File: src/rtl/parent_table_with_dirty_marks_defines.svh
// Assertion macros used by the table controller, pdm_ctrl.
`ifndef PARENT_TABLE_WITH_DIRTY_MARKS_DEFINES_SVH
`define PARENT_TABLE_WITH_DIRTY_MARKS_DEFINES_SVH

// Condition holds at every clock edge out of reset.
`define PDM_ASSERT_HOLDS(label, clk, rst_n, expr, msg) \
	label: assert property (@(posedge clk) disable iff (!rst_n) (expr)) \
		else $error(msg);

// Consequent holds in the cycle after the antecedent.
`define PDM_ASSERT_NEXT(label, clk, rst_n, ante, cons, msg) \
	label: assert property (@(posedge clk) disable iff (!rst_n) (ante) |=> (cons)) \
		else $error(msg);

// Consequent holds in the same cycle as the antecedent.
`define PDM_ASSERT_SAME(label, clk, rst_n, ante, cons, msg) \
	label: assert property (@(posedge clk) disable iff (!rst_n) (ante) |-> (cons)) \
		else $error(msg);

`endif

File: src/rtl/pdm_pkg.sv
package pdm_pkg;

	localparam int MODE_W = 3;
	localparam int IDX_W  = 6;
	localparam int OCNT_W = 7;

	// Operation codes
	typedef enum logic [MODE_W-1:0] {
		MODE_APPEND = 3'd0,
		MODE_ATTACH = 3'd1,
		MODE_TOUCH  = 3'd2,
		MODE_LOOKUP = 3'd3,
		MODE_CLEAR  = 3'd4
	} mode_t;

	// One parent link entry
	typedef struct packed {
		logic             detached;
		logic [IDX_W-1:0] parent;
	} link_t;

	// Memory control from the sequencer to the store
	typedef struct packed {
		logic rd_en;
		logic link_we;
		logic dirty_we;
		logic dirty_wdata;
	} mem_ctl_t;

	// One result word
	typedef struct packed {
		logic              ok;
		logic [IDX_W-1:0]  new_index;
		logic [IDX_W-1:0]  node_parent;
		logic              node_detached;
		logic              node_dirty;
		logic [OCNT_W-1:0] entry_count;
		logic [OCNT_W-1:0] dirty_count;
	} res_t;

	typedef enum logic [2:0] {
		ST_IDLE,
		ST_SWEEP,
		ST_READ,
		ST_NODE,
		ST_WALK,
		ST_EMIT
	} state_t;

endpackage

File: src/rtl/pdm_ifs.sv
interface pdm_req_if;
	import pdm_pkg::*;

	logic             valid;
	logic             ready;
	logic [MODE_W-1:0] mode;
	logic [IDX_W-1:0] node_index;
	logic [IDX_W-1:0] parent_index;
	logic             detach;

	modport source (output valid, mode, node_index, parent_index, detach, input ready);
	modport sink (input valid, mode, node_index, parent_index, detach, output ready);
endinterface

interface pdm_rsp_if;
	import pdm_pkg::*;

	logic              valid;
	logic              ready;
	logic              ok;
	logic [IDX_W-1:0]  new_index;
	logic [IDX_W-1:0]  node_parent;
	logic              node_detached;
	logic              node_dirty;
	logic [OCNT_W-1:0] entry_count;
	logic [OCNT_W-1:0] dirty_count;

	modport source (output valid, ok, new_index, node_parent, node_detached, node_dirty,
		entry_count, dirty_count, input ready);
	modport sink (input valid, ok, new_index, node_parent, node_detached, node_dirty,
		entry_count, dirty_count, output ready);
endinterface

File: src/rtl/pdm_store.sv
module pdm_store #(
	parameter int ENTRIES = 64,
	localparam int AW = $clog2(ENTRIES)
) (
	input  logic              clk,
	input  pdm_pkg::mem_ctl_t mem_ctl,
	input  logic [AW-1:0]     rd_addr,
	input  logic [AW-1:0]     wr_addr,
	input  pdm_pkg::link_t    link_wdata,
	output pdm_pkg::link_t    rd_link,
	output logic              rd_dirty
);
	import pdm_pkg::*;

	link_t link_mem [ENTRIES];
	logic  dirty_mem [ENTRIES];

	// Write ports
	always_ff @(posedge clk) begin
		if (mem_ctl.link_we) begin
			link_mem[wr_addr] <= link_wdata;
		end
		if (mem_ctl.dirty_we) begin
			dirty_mem[wr_addr] <= mem_ctl.dirty_wdata;
		end
	end

	// Registered read
	always_ff @(posedge clk) begin
		if (mem_ctl.rd_en) begin
			rd_link  <= link_mem[rd_addr];
			rd_dirty <= dirty_mem[rd_addr];
		end
	end

endmodule

File: src/rtl/pdm_ctrl.sv
`include "parent_table_with_dirty_marks_defines.svh"

module pdm_ctrl #(
	parameter int ENTRIES = 64,
	parameter int DEPTH_LIMIT = 16,
	localparam int AW = $clog2(ENTRIES)
) (
	input  logic              clk,
	input  logic              arst_n,
	pdm_req_if.sink           req,
	output pdm_pkg::mem_ctl_t mem_ctl,
	output logic [AW-1:0]     rd_addr,
	output logic [AW-1:0]     wr_addr,
	output pdm_pkg::link_t    link_wdata,
	input  pdm_pkg::link_t    rd_link,
	input  logic              rd_dirty,
	output logic              res_valid,
	output pdm_pkg::res_t     res,
	input  logic              res_ready
);
	import pdm_pkg::*;

	localparam int CW = $clog2(ENTRIES + 1);
	localparam int KW = (CW > IDX_W) ? CW : IDX_W;
	localparam int SW = $clog2(DEPTH_LIMIT + 1);
	localparam logic [CW-1:0] ENT_C = CW'(ENTRIES);
	localparam logic [SW-1:0] LIM_C = SW'(DEPTH_LIMIT);

	state_t            state_q, state_d;
	logic [MODE_W-1:0] mode_q, mode_d;
	logic [IDX_W-1:0]  node_q, node_d;
	logic [IDX_W-1:0]  parent_q, parent_d;
	logic              detach_q, detach_d;
	logic              pass_q, pass_d;
	logic [CW-1:0]     count_q, count_d;
	logic [CW-1:0]     dirty_q, dirty_d;
	logic [CW-1:0]     ctr_q, ctr_d;
	logic [SW-1:0]     steps_q, steps_d;
	res_t              res_q, res_d;

	logic [CW-1:0] count_inc, dirty_inc;
	logic          node_in, in_parent_in, in_node_in, walk_in;
	link_t         new_link;

	assign count_inc = count_q + CW'(1);
	assign dirty_inc = dirty_q + CW'(1);

	// Range checks
	assign in_node_in   = KW'(req.node_index) < KW'(count_q);
	assign in_parent_in = KW'(req.parent_index) < KW'(count_q);
	assign node_in      = KW'(node_q) < KW'(count_q);
	assign walk_in      = KW'(rd_link.parent) < KW'(count_q);

	assign new_link = detach_q ? '{detached: 1'b1, parent: '0}
		: '{detached: 1'b0, parent: parent_q};

	assign res_valid = (state_q == ST_EMIT);
	assign res       = res_q;
	assign req.ready = (state_q == ST_IDLE);

	// State and payload registers
	always_ff @(posedge clk or negedge arst_n) begin
		if (!arst_n) begin
			state_q <= ST_IDLE;
			count_q <= '0;
			dirty_q <= '0;
		end else begin
			state_q <= state_d;
			count_q <= count_d;
			dirty_q <= dirty_d;
		end
	end

	always_ff @(posedge clk) begin
		mode_q   <= mode_d;
		node_q   <= node_d;
		parent_q <= parent_d;
		detach_q <= detach_d;
		pass_q   <= pass_d;
		ctr_q    <= ctr_d;
		steps_q  <= steps_d;
		res_q    <= res_d;
	end

	// Sequencer
	always_comb begin
		state_d    = state_q;
		mode_d     = mode_q;
		node_d     = node_q;
		parent_d   = parent_q;
		detach_d   = detach_q;
		pass_d     = pass_q;
		count_d    = count_q;
		dirty_d    = dirty_q;
		ctr_d      = ctr_q;
		steps_d    = steps_q;
		res_d      = res_q;
		mem_ctl    = '0;
		rd_addr    = '0;
		wr_addr    = '0;
		link_wdata = '{detached: 1'b1, parent: '0};

		unique case (state_q)
			ST_IDLE: begin
				if (req.valid) begin
					mode_d   = req.mode;
					node_d   = req.node_index;
					parent_d = req.parent_index;
					detach_d = req.detach;
					pass_d   = 1'b0;
					state_d  = ST_READ;
					case (req.mode)
						MODE_APPEND: begin
							state_d = ST_EMIT;
							if (count_q < ENT_C) begin
								mem_ctl.link_we     = 1'b1;
								mem_ctl.dirty_we    = 1'b1;
								mem_ctl.dirty_wdata = 1'b1;
								wr_addr             = AW'(count_q);
								count_d             = count_inc;
								dirty_d             = dirty_inc;
								res_d = '{ok: 1'b1, new_index: IDX_W'(count_q),
									node_parent: '0, node_detached: 1'b1,
									node_dirty: 1'b1, entry_count: OCNT_W'(count_inc),
									dirty_count: OCNT_W'(dirty_inc)};
							end else begin
								res_d = '{ok: 1'b0, new_index: '0, node_parent: '0,
									node_detached: 1'b1, node_dirty: 1'b0,
									entry_count: OCNT_W'(count_q),
									dirty_count: OCNT_W'(dirty_q)};
							end
						end
						MODE_ATTACH: begin
							if (in_node_in && !req.detach && in_parent_in
								&& (req.parent_index != req.node_index)) begin
								// first ancestry step reads the new parent's link
								mem_ctl.rd_en = 1'b1;
								rd_addr       = AW'(req.parent_index);
								steps_d       = SW'(1);
								state_d       = ST_WALK;
							end else begin
								pass_d = in_node_in && req.detach;
							end
						end
						MODE_CLEAR: begin
							dirty_d = '0;
							ctr_d   = '0;
							state_d = ST_SWEEP;
						end
						default: begin
						end
					endcase
				end
			end
			ST_SWEEP: begin
				// zero one dirty mark per cycle over the live entries
				if (ctr_q == count_q) begin
					state_d = ST_READ;
				end else begin
					mem_ctl.dirty_we    = 1'b1;
					mem_ctl.dirty_wdata = 1'b0;
					wr_addr             = AW'(ctr_q);
					ctr_d               = ctr_q + CW'(1);
				end
			end
			ST_WALK: begin
				// rd_link is the link of the previous chain member
				state_d = ST_READ;
				if (rd_link.detached) begin
					pass_d = (steps_q < LIM_C);
				end else if (steps_q >= LIM_C) begin
					pass_d = 1'b0;
				end else if (rd_link.parent == node_q) begin
					pass_d = 1'b0;
				end else if (!walk_in) begin
					pass_d = 1'b1;
				end else begin
					mem_ctl.rd_en = 1'b1;
					rd_addr       = AW'(rd_link.parent);
					steps_d       = steps_q + SW'(1);
					state_d       = ST_WALK;
				end
			end
			ST_READ: begin
				mem_ctl.rd_en = 1'b1;
				rd_addr       = AW'(node_q);
				state_d       = ST_NODE;
			end
			ST_NODE: begin
				// status of the addressed node; attach and touch report it after their update
				res_d.ok            = 1'b0;
				res_d.new_index     = '0;
				res_d.node_parent   = (node_in && !rd_link.detached) ? rd_link.parent : '0;
				res_d.node_detached = !node_in || rd_link.detached;
				res_d.node_dirty    = node_in && rd_dirty;
				case (mode_q)
					MODE_ATTACH: begin
						if (pass_q) begin
							mem_ctl.link_we     = 1'b1;
							mem_ctl.dirty_we    = 1'b1;
							mem_ctl.dirty_wdata = 1'b1;
							wr_addr             = AW'(node_q);
							link_wdata          = new_link;
							if (!rd_dirty) begin
								dirty_d = dirty_inc;
							end
							res_d.ok            = 1'b1;
							res_d.node_parent   = new_link.parent;
							res_d.node_detached = new_link.detached;
							res_d.node_dirty    = 1'b1;
						end
					end
					MODE_TOUCH: begin
						if (node_in) begin
							mem_ctl.dirty_we    = 1'b1;
							mem_ctl.dirty_wdata = 1'b1;
							wr_addr             = AW'(node_q);
							if (!rd_dirty) begin
								dirty_d = dirty_inc;
							end
							res_d.ok         = 1'b1;
							res_d.node_dirty = 1'b1;
						end
					end
					MODE_LOOKUP: res_d.ok = node_in;
					MODE_CLEAR:  res_d.ok = 1'b1;
					default: begin
					end
				endcase
				res_d.entry_count = OCNT_W'(count_q);
				res_d.dirty_count = OCNT_W'(dirty_d);
				state_d           = ST_EMIT;
			end
			ST_EMIT: begin
				if (res_ready) begin
					state_d = ST_IDLE;
				end
			end
			default: state_d = ST_IDLE;
		endcase
	end

	`PDM_ASSERT_HOLDS(a_dirty_le_count, clk, arst_n, dirty_q <= count_q, "dirty count above node count")
	`PDM_ASSERT_HOLDS(a_count_le_entries, clk, arst_n, count_q <= ENT_C, "node count above table size")
	`PDM_ASSERT_SAME(a_walk_steps, clk, arst_n, state_q == ST_WALK, (steps_q != '0) && (steps_q <= LIM_C), "walk step count out of bounds")
	`PDM_ASSERT_NEXT(a_emit_hold, clk, arst_n, (state_q == ST_EMIT) && !res_ready, (state_q == ST_EMIT) && $stable(res_q), "pending result lost")

endmodule

File: src/rtl/parent_table_with_dirty_marks.sv
// Parent table with dirty marks.
// req carries one command word: mode, node_index, parent_index, detach.
// rsp returns exactly one result word per command, in command order:
// ok, new_index, node_parent, node_detached, node_dirty, entry_count,
// dirty_count. Both channels use valid/ready; a word moves when both are high.
// Commands are processed one at a time against a link memory and a dirty-mark
// memory, each with a registered read.
// Append goes straight to its result; touch, lookup and unused modes read the
// node; attach first walks the ancestry, at most DEPTH_LIMIT link reads, then
// reads the node; clear first zeroes each stored node's mark, then reads it.
// req.ready returns in the cycle after the result leaves the sequencer.
// rsp is a registered output: a new command is accepted while a finished word
// waits there; if rsp stalls, the next result holds in the sequencer and
// req.ready stays low until the output register frees.
// Reset empties the table and zeroes both counts; memory contents are not
// cleared, entries are written by append before their read data is used.
module parent_table_with_dirty_marks #(
	parameter int ENTRIES = 64,
	parameter int DEPTH_LIMIT = 16
) (
	input logic       clk,
	input logic       arst_n,
	pdm_req_if.sink   req,
	pdm_rsp_if.source rsp
);
	import pdm_pkg::*;

	localparam int AW = $clog2(ENTRIES);

	mem_ctl_t      mem_ctl;
	logic [AW-1:0] rd_addr;
	logic [AW-1:0] wr_addr;
	link_t         link_wdata;
	link_t         rd_link;
	logic          rd_dirty;
	logic          res_valid;
	logic          res_ready;
	res_t          res;
	logic          rsp_valid_q;
	res_t          rsp_q;

	pdm_ctrl #(
		.ENTRIES     (ENTRIES),
		.DEPTH_LIMIT (DEPTH_LIMIT)
	) u_ctrl (
		.clk        (clk),
		.arst_n     (arst_n),
		.req        (req),
		.mem_ctl    (mem_ctl),
		.rd_addr    (rd_addr),
		.wr_addr    (wr_addr),
		.link_wdata (link_wdata),
		.rd_link    (rd_link),
		.rd_dirty   (rd_dirty),
		.res_valid  (res_valid),
		.res        (res),
		.res_ready  (res_ready)
	);

	pdm_store #(
		.ENTRIES (ENTRIES)
	) u_store (
		.clk        (clk),
		.mem_ctl    (mem_ctl),
		.rd_addr    (rd_addr),
		.wr_addr    (wr_addr),
		.link_wdata (link_wdata),
		.rd_link    (rd_link),
		.rd_dirty   (rd_dirty)
	);

	// Output register
	assign res_ready = !rsp_valid_q || rsp.ready;

	always_ff @(posedge clk or negedge arst_n) begin
		if (!arst_n) begin
			rsp_valid_q <= 1'b0;
		end else if (res_ready) begin
			rsp_valid_q <= res_valid;
		end
	end

	always_ff @(posedge clk) begin
		if (res_valid && res_ready) begin
			rsp_q <= res;
		end
	end

	assign rsp.valid         = rsp_valid_q;
	assign rsp.ok            = rsp_q.ok;
	assign rsp.new_index     = rsp_q.new_index;
	assign rsp.node_parent   = rsp_q.node_parent;
	assign rsp.node_detached = rsp_q.node_detached;
	assign rsp.node_dirty    = rsp_q.node_dirty;
	assign rsp.entry_count   = rsp_q.entry_count;
	assign rsp.dirty_count   = rsp_q.dirty_count;

endmodule
File: src/flat_wrapper.sv
// flat-port wrapper written by rule: the top's interface ports become plain ports
module parent_table_with_dirty_marks_flat import pdm_pkg::*;
#(
	parameter int ENTRIES = 64,
	parameter int DEPTH_LIMIT = 16
)
  (clk, arst_n, req_valid, req_mode, req_node_index, req_parent_index, req_detach, req_ready, rsp_valid, rsp_ok, rsp_new_index, rsp_node_parent, rsp_node_detached, rsp_node_dirty, rsp_entry_count, rsp_dirty_count, rsp_ready);
  pdm_req_if req_i ();
  pdm_rsp_if rsp_i ();
  input logic clk;
  input logic arst_n;
  input wire logic [$bits(req_i.valid)-1:0] req_valid;
  input wire logic [$bits(req_i.mode)-1:0] req_mode;
  input wire logic [$bits(req_i.node_index)-1:0] req_node_index;
  input wire logic [$bits(req_i.parent_index)-1:0] req_parent_index;
  input wire logic [$bits(req_i.detach)-1:0] req_detach;
  output wire logic [$bits(req_i.ready)-1:0] req_ready;
  output wire logic [$bits(rsp_i.valid)-1:0] rsp_valid;
  output wire logic [$bits(rsp_i.ok)-1:0] rsp_ok;
  output wire logic [$bits(rsp_i.new_index)-1:0] rsp_new_index;
  output wire logic [$bits(rsp_i.node_parent)-1:0] rsp_node_parent;
  output wire logic [$bits(rsp_i.node_detached)-1:0] rsp_node_detached;
  output wire logic [$bits(rsp_i.node_dirty)-1:0] rsp_node_dirty;
  output wire logic [$bits(rsp_i.entry_count)-1:0] rsp_entry_count;
  output wire logic [$bits(rsp_i.dirty_count)-1:0] rsp_dirty_count;
  input wire logic [$bits(rsp_i.ready)-1:0] rsp_ready;
  assign req_i.valid = req_valid;
  assign req_i.mode = req_mode;
  assign req_i.node_index = req_node_index;
  assign req_i.parent_index = req_parent_index;
  assign req_i.detach = req_detach;
  assign req_ready = req_i.ready;
  assign rsp_valid = rsp_i.valid;
  assign rsp_ok = rsp_i.ok;
  assign rsp_new_index = rsp_i.new_index;
  assign rsp_node_parent = rsp_i.node_parent;
  assign rsp_node_detached = rsp_i.node_detached;
  assign rsp_node_dirty = rsp_i.node_dirty;
  assign rsp_entry_count = rsp_i.entry_count;
  assign rsp_dirty_count = rsp_i.dirty_count;
  assign rsp_i.ready = rsp_ready;
  parent_table_with_dirty_marks #(.ENTRIES(ENTRIES), .DEPTH_LIMIT(DEPTH_LIMIT)) u_core (.clk(clk), .arst_n(arst_n), .req(req_i), .rsp(rsp_i));
endmodule
File: config.mk
export PLATFORM = sky130hd
export DESIGN_NAME = parent_table_with_dirty_marks_flat
export DESIGN_NICKNAME = d
export VERILOG_FILES = /design/src/rtl/pdm_pkg.sv /design/src/rtl/pdm_ifs.sv /design/src/rtl/pdm_store.sv /design/src/rtl/pdm_ctrl.sv /design/src/rtl/parent_table_with_dirty_marks.sv /design/src/flat_wrapper.sv
export VERILOG_INCLUDE_DIRS = /design/src /design/src/rtl
export SDC_FILE = /design/constraint.sdc
export NUM_CORES = 1
export LEC_CHECK = 0
export BUFFER_PORTS_ARGS = -buffer_cell sky130_fd_sc_hd__buf_4
export CAP_MARGIN = 30
export CELL_PAD_IN_SITES_DETAIL_PLACEMENT = 0
export CELL_PAD_IN_SITES_GLOBAL_PLACEMENT = 1
export CORE_ASPECT_RATIO = 0.5
export CORE_MARGIN = 5
export CORE_UTILIZATION = 47
export CTS_CLUSTER_SIZE = 16
export DETAILED_ROUTE_END_ITERATION = 7
export GPL_ROUTABILITY_DRIVEN = 1
export GPL_TIMING_DRIVEN = 0
export HOLD_SLACK_MARGIN = 0.03
export PLACE_DENSITY = 0.73
export SLEW_MARGIN = 20
export SYNTH_ARGS = -nofsm -noshare
export SYNTH_HDL_FRONTEND = slang
export SYNTH_SLANG_ARGS = --single-unit
File: constraint.sdc
create_clock -name clk -period 4.2 [get_ports clk]
set_input_delay 0.42 -clock clk [delete_from_list [all_inputs] [get_ports clk]]
set_output_delay 0.42 -clock clk [all_outputs]
set_load 0.1 [all_outputs]
==> summary.md <==
| Metric | Value |
|---|---|
| Status | finished with violations |
| Failing checks | negative setup slack |
| Synth unique cells | 82 |
| CP top delay family | compound AO/OA/AOI/OAI gates |
| Maximum VDD drop | 0.000413 V |
| Die footprint | 0.0614 sq mm |
| Yosys reg bits | 625 |
| Clock Tree Buf Depth | 3 |
| CTS tree | done |
| Cell row count | 61 |
| Ys Warns | 0 |
| Detailed Place HPWL | 53200 um |
| Die height | 178 um |
| Dpl cell area | 0.0281 sq mm |
| Post-synthesis simple-gate area fraction | 13.0% |
| Synth Area in Compound Gates | 8.19% |
| H-tree Lvls | 2 |
| Min-Delay Path Class | primary input to flip-flop |
| Post-DR vias/cell | 5.97 |
| Max-Cap Viols | 0 |
| Worst Skew | 0.0147 ns |
| Gate count after technology mapping | 1977 |
| DIE WIDTH | 345 um |
| Clock sink total | 625 |
| Async SR Flop Fraction | 2.88% |
| Post-synth top flop | edfxtp_1 |
| Pwr dens | 543 mW/mm^2 |
| Hold Startpoint | req_node_index[0] |
| Initial antenna violation count | 4 |
| Worst reg2reg setup slack | -0.02 ns |
| CP Max Fanout | 10 |
| Leak | 10.9 nW |
| Clock Latency Late Sink | 0.60 ns |
| Post-synthesis sequential area ratio | 70.6% |
| Largest net degree at the start of global routing | 65 |
| Cell Area, Synth | 0.0264 sq mm |
| Commonest non-fill, non-tap cells in the layout | edfxtp_1 (607), nand2_1 (362), nor2_1 (123), buf_4 (105), a21oi_1 (89) |
| Design area | 0.0312 sq mm |
| DRT Pass-1 Iters | 6 |
| Final Hold Fails | 0 |
| Vias in the first global route | 16700 |
| Max-slew headroom | 35.0% |
| Crit path required time | 4.64 ns |
| Cells after DPL | 2792 |
| Crit path launch type | flip-flop |
| Tcrit/Tclk final | 100% |
| Largest family of logic cells by synthesized area | simple AND/OR/NAND/NOR gates |
| Hold Path Stages | 1 |
| Post-synthesis adder-cell area fraction | 1.28% |
| Crit path arrival time | 4.66 ns |
| Post-layout min period | 4.22 ns |
| First-pass GRT wire length | 112000 um |
| Post-route worst setup slack | -0.0163 ns |
| RR Endpoint | u_core.u_store.rd_link[6] |
| Overall fraction of global-route tracks in use | 24.8% |
| Commonest non-fill, non-tap cell in the layout | edfxtp_1 |
| Post-route ant nets | 0 |
| Starting Density | 47.5% |
| Layout cells sized above 1 | 19.9% |
| Buffers on Ports | 50 |
| # IOs | 51 |
| Slew @ Worst Pin | 0.967 ns |
| Finished Layout Cells | 2922 |
| DR DRC count | 0 |
| Max Freq | 237 MHz |
| Synth Area in XOR/XNOR | 1.39% |
| WL final | 77000 um |
| RSZ-0062 raised after global routing | true |
| EDFF count, synth | 607 |
| Hold Path Sink | u_core.u_ctrl.node_q[0] |
| Antenna cells | 0 |
| DR WL/cell | 26.4 um |
| Buf/Inv on CP | 3 |
| FF-to-FF path depth | 14 |
| Crit path cell chain | clkinvlp_4 -> ha_1 -> and4b_1 -> o21ai_0 -> o211a_1 -> a41o_1 -> nor2_4 -> buf_2 -> clkbuf_4 -> nand2_1 -> a21oi_1 -> nor4_4 -> a21oi_1 -> and4_2 |
| Post-layout util | 56.1% |
| DRT iter0 DRCs | 2243 |
| Core area | 0.0556 sq mm |
| Root Driver | clkbuf_16 |
| Post-place setup slack | -0.976 ns |
| Final Wtd Congestion | 0.956 |
| Max incr delay on CP | 0.40 ns |
| Final Setup Violations | 1 |
| Critical path class | flip-flop to flip-flop |
| Routed vias | 17500 |
| Clock transition at the registers of the reported paths | 0.07 ns |
| Mapped Nets | 2024 |
| Final Max Tran Viols | 0 |
| Worst hold slack | 0.0518 ns |
| Worst path slowest cell | dfrtp_2 |
| Congestion Overflow GR | 0 |
| Syn-to-layout area delta | 18.1% |
| Crit. End Element | flip-flop |
| R2r startpoint | u_core.u_ctrl.count_q[3] |
| Nets | 2169 |
| Post-synthesis mux area share | 3.28% |
| Num CTS Buffers | 55 |
| Mapped Avg Cell Area | 13.4 sq um |
| Cell mode on critical path | a21oi_1 |
-- worst register-to-register path, cell delays in order, from the launching register on --
cell        delay, ns
dfrtp_2          0.40
clkinvlp_4       0.18
ha_1             0.32
and4b_1          0.19
o21ai_0          0.09
o211a_1          0.34
a41o_1           0.33
nor2_4           0.36
buf_2            0.39
clkbuf_4         0.36
nand2_1          0.09
a21oi_1          0.25
nor4_4           0.11
a21oi_1          0.27
and4_2           0.37
-- how the worst max path moves through the flow --
stage,startpoint,to,slack (ns),cells after the start
after floorplan,u_core.u_ctrl.state_q[1],u_core.u_store.dirty_mem[0],0.15,12
after global placement,u_core.u_ctrl.count_q[4],u_core.u_store.rd_link[2],-1.08,14
after detailed placement,u_core.u_ctrl.count_q[4],u_core.u_store.rd_link[2],-0.98,14
after CTS,u_core.u_ctrl.state_q[1],u_core.u_store.link_mem[26][6],-0.08,11
after global routing,u_core.u_ctrl.state_q[1],u_core.u_store.rd_link[6],-0.1,14
final,u_core.u_ctrl.count_q[3],u_core.u_store.rd_link[6],-0.02,14
-- what timing repair did --
item,CTS,global route
buffers inserted,22,8
pin swaps,14,8
gates resized for setup,201,75
hold buffers,6,0
hold endpoints to repair,23,0
endpoints found under the setup margin,480,461
-- final cells by class --
type | count | area, sq um
Clock buffer | 67 | 1460
Sequential cell | 625 | 18700
Buffer | 94 | 634
Fill cell | 4502 | 24400
Timing Repair Buffer | 95 | 893
Inverter | 13 | 56.3
Clock inverter | 34 | 433
Multi-Input combinational cell | 1238 | 8120
Tap cell | 756 | 946
-- per-layer routing --
| layer | global-route usage [%] | vias to the layer above | part of all wire, % |
|---|---|---|---|
| met1 | 34.9 | 8740 | 42 |
| met5 | 0 | - | 0.017 |
| met2 | 37.8 | 860 | 43 |
| met3 | 7.56 | 122 | 12 |
| met4 | 6.62 | 2 | 2.5 |
| li1 | - | 7730 | - |
-- report_power, final --
group          leakage, nW  internal [mW]  switching, mW
Combinational         3.52           1.14           3.03
Clock                0.919           3.14           2.26
Sequential            6.41           7.17          0.230
Total                 10.9           11.5           5.52
-- cell families (layout without fill, tap and decap cells) --
family                     Yosys count  after routing
buffers and inverters              114            303
DFF                                625            625
adders and majority gates           27             27
xor gates and xnor gates            42             42
AOI/OAI and AO/OA                  311            311
muxes                               86             86
and+or+nand+nor                    772            772
-- registers in the layout (all words and copies together), names as in the netlist, 7 cells and up --
register                  cells
u_core.u_ctrl.count_q         7
u_core.u_store.rd_link        7
u_core.u_ctrl.ctr_q           7
u_core.u_store.link_mem     448
u_core.u_ctrl.dirty_q         7
u_core.u_store.dirty_mem     64
u_core.rsp.dirty_count        7
u_core.u_ctrl.res            29
u_core.rsp.entry_count        7
-- through the flow --
| stage | total power [mW] | TNS [ns] |
|---|---|---|
| CTS | 16.8 | -3.90 |
| finish | 17.0 | -0.0163 |
| global placement | 11.1 | -240.01 |
| detailed placement | 11.2 | -242.94 |
| floorplan | 9.66 | 0 |
| global route | 17.5 | -0.526 |
-- synthesized netlist by cell type, drive strengths merged, types with 17 or more instances --
library cell  instances  area, sq um
nand3               100          500
nor2                200          790
ha                   27          338
mux2i                81          811
o22ai                17          106
xnor2                26          228
nand2               369         1400
a22oi                19          143
a32oi                43          377
edfxtp              607        18200
buf                  73          437
o21ai                26          130
a21oi                98          490
dfrtp                18          450
clkbuf               28          105
and3                 17          106
Note: power is estimated with default switching activity, not from simulation.
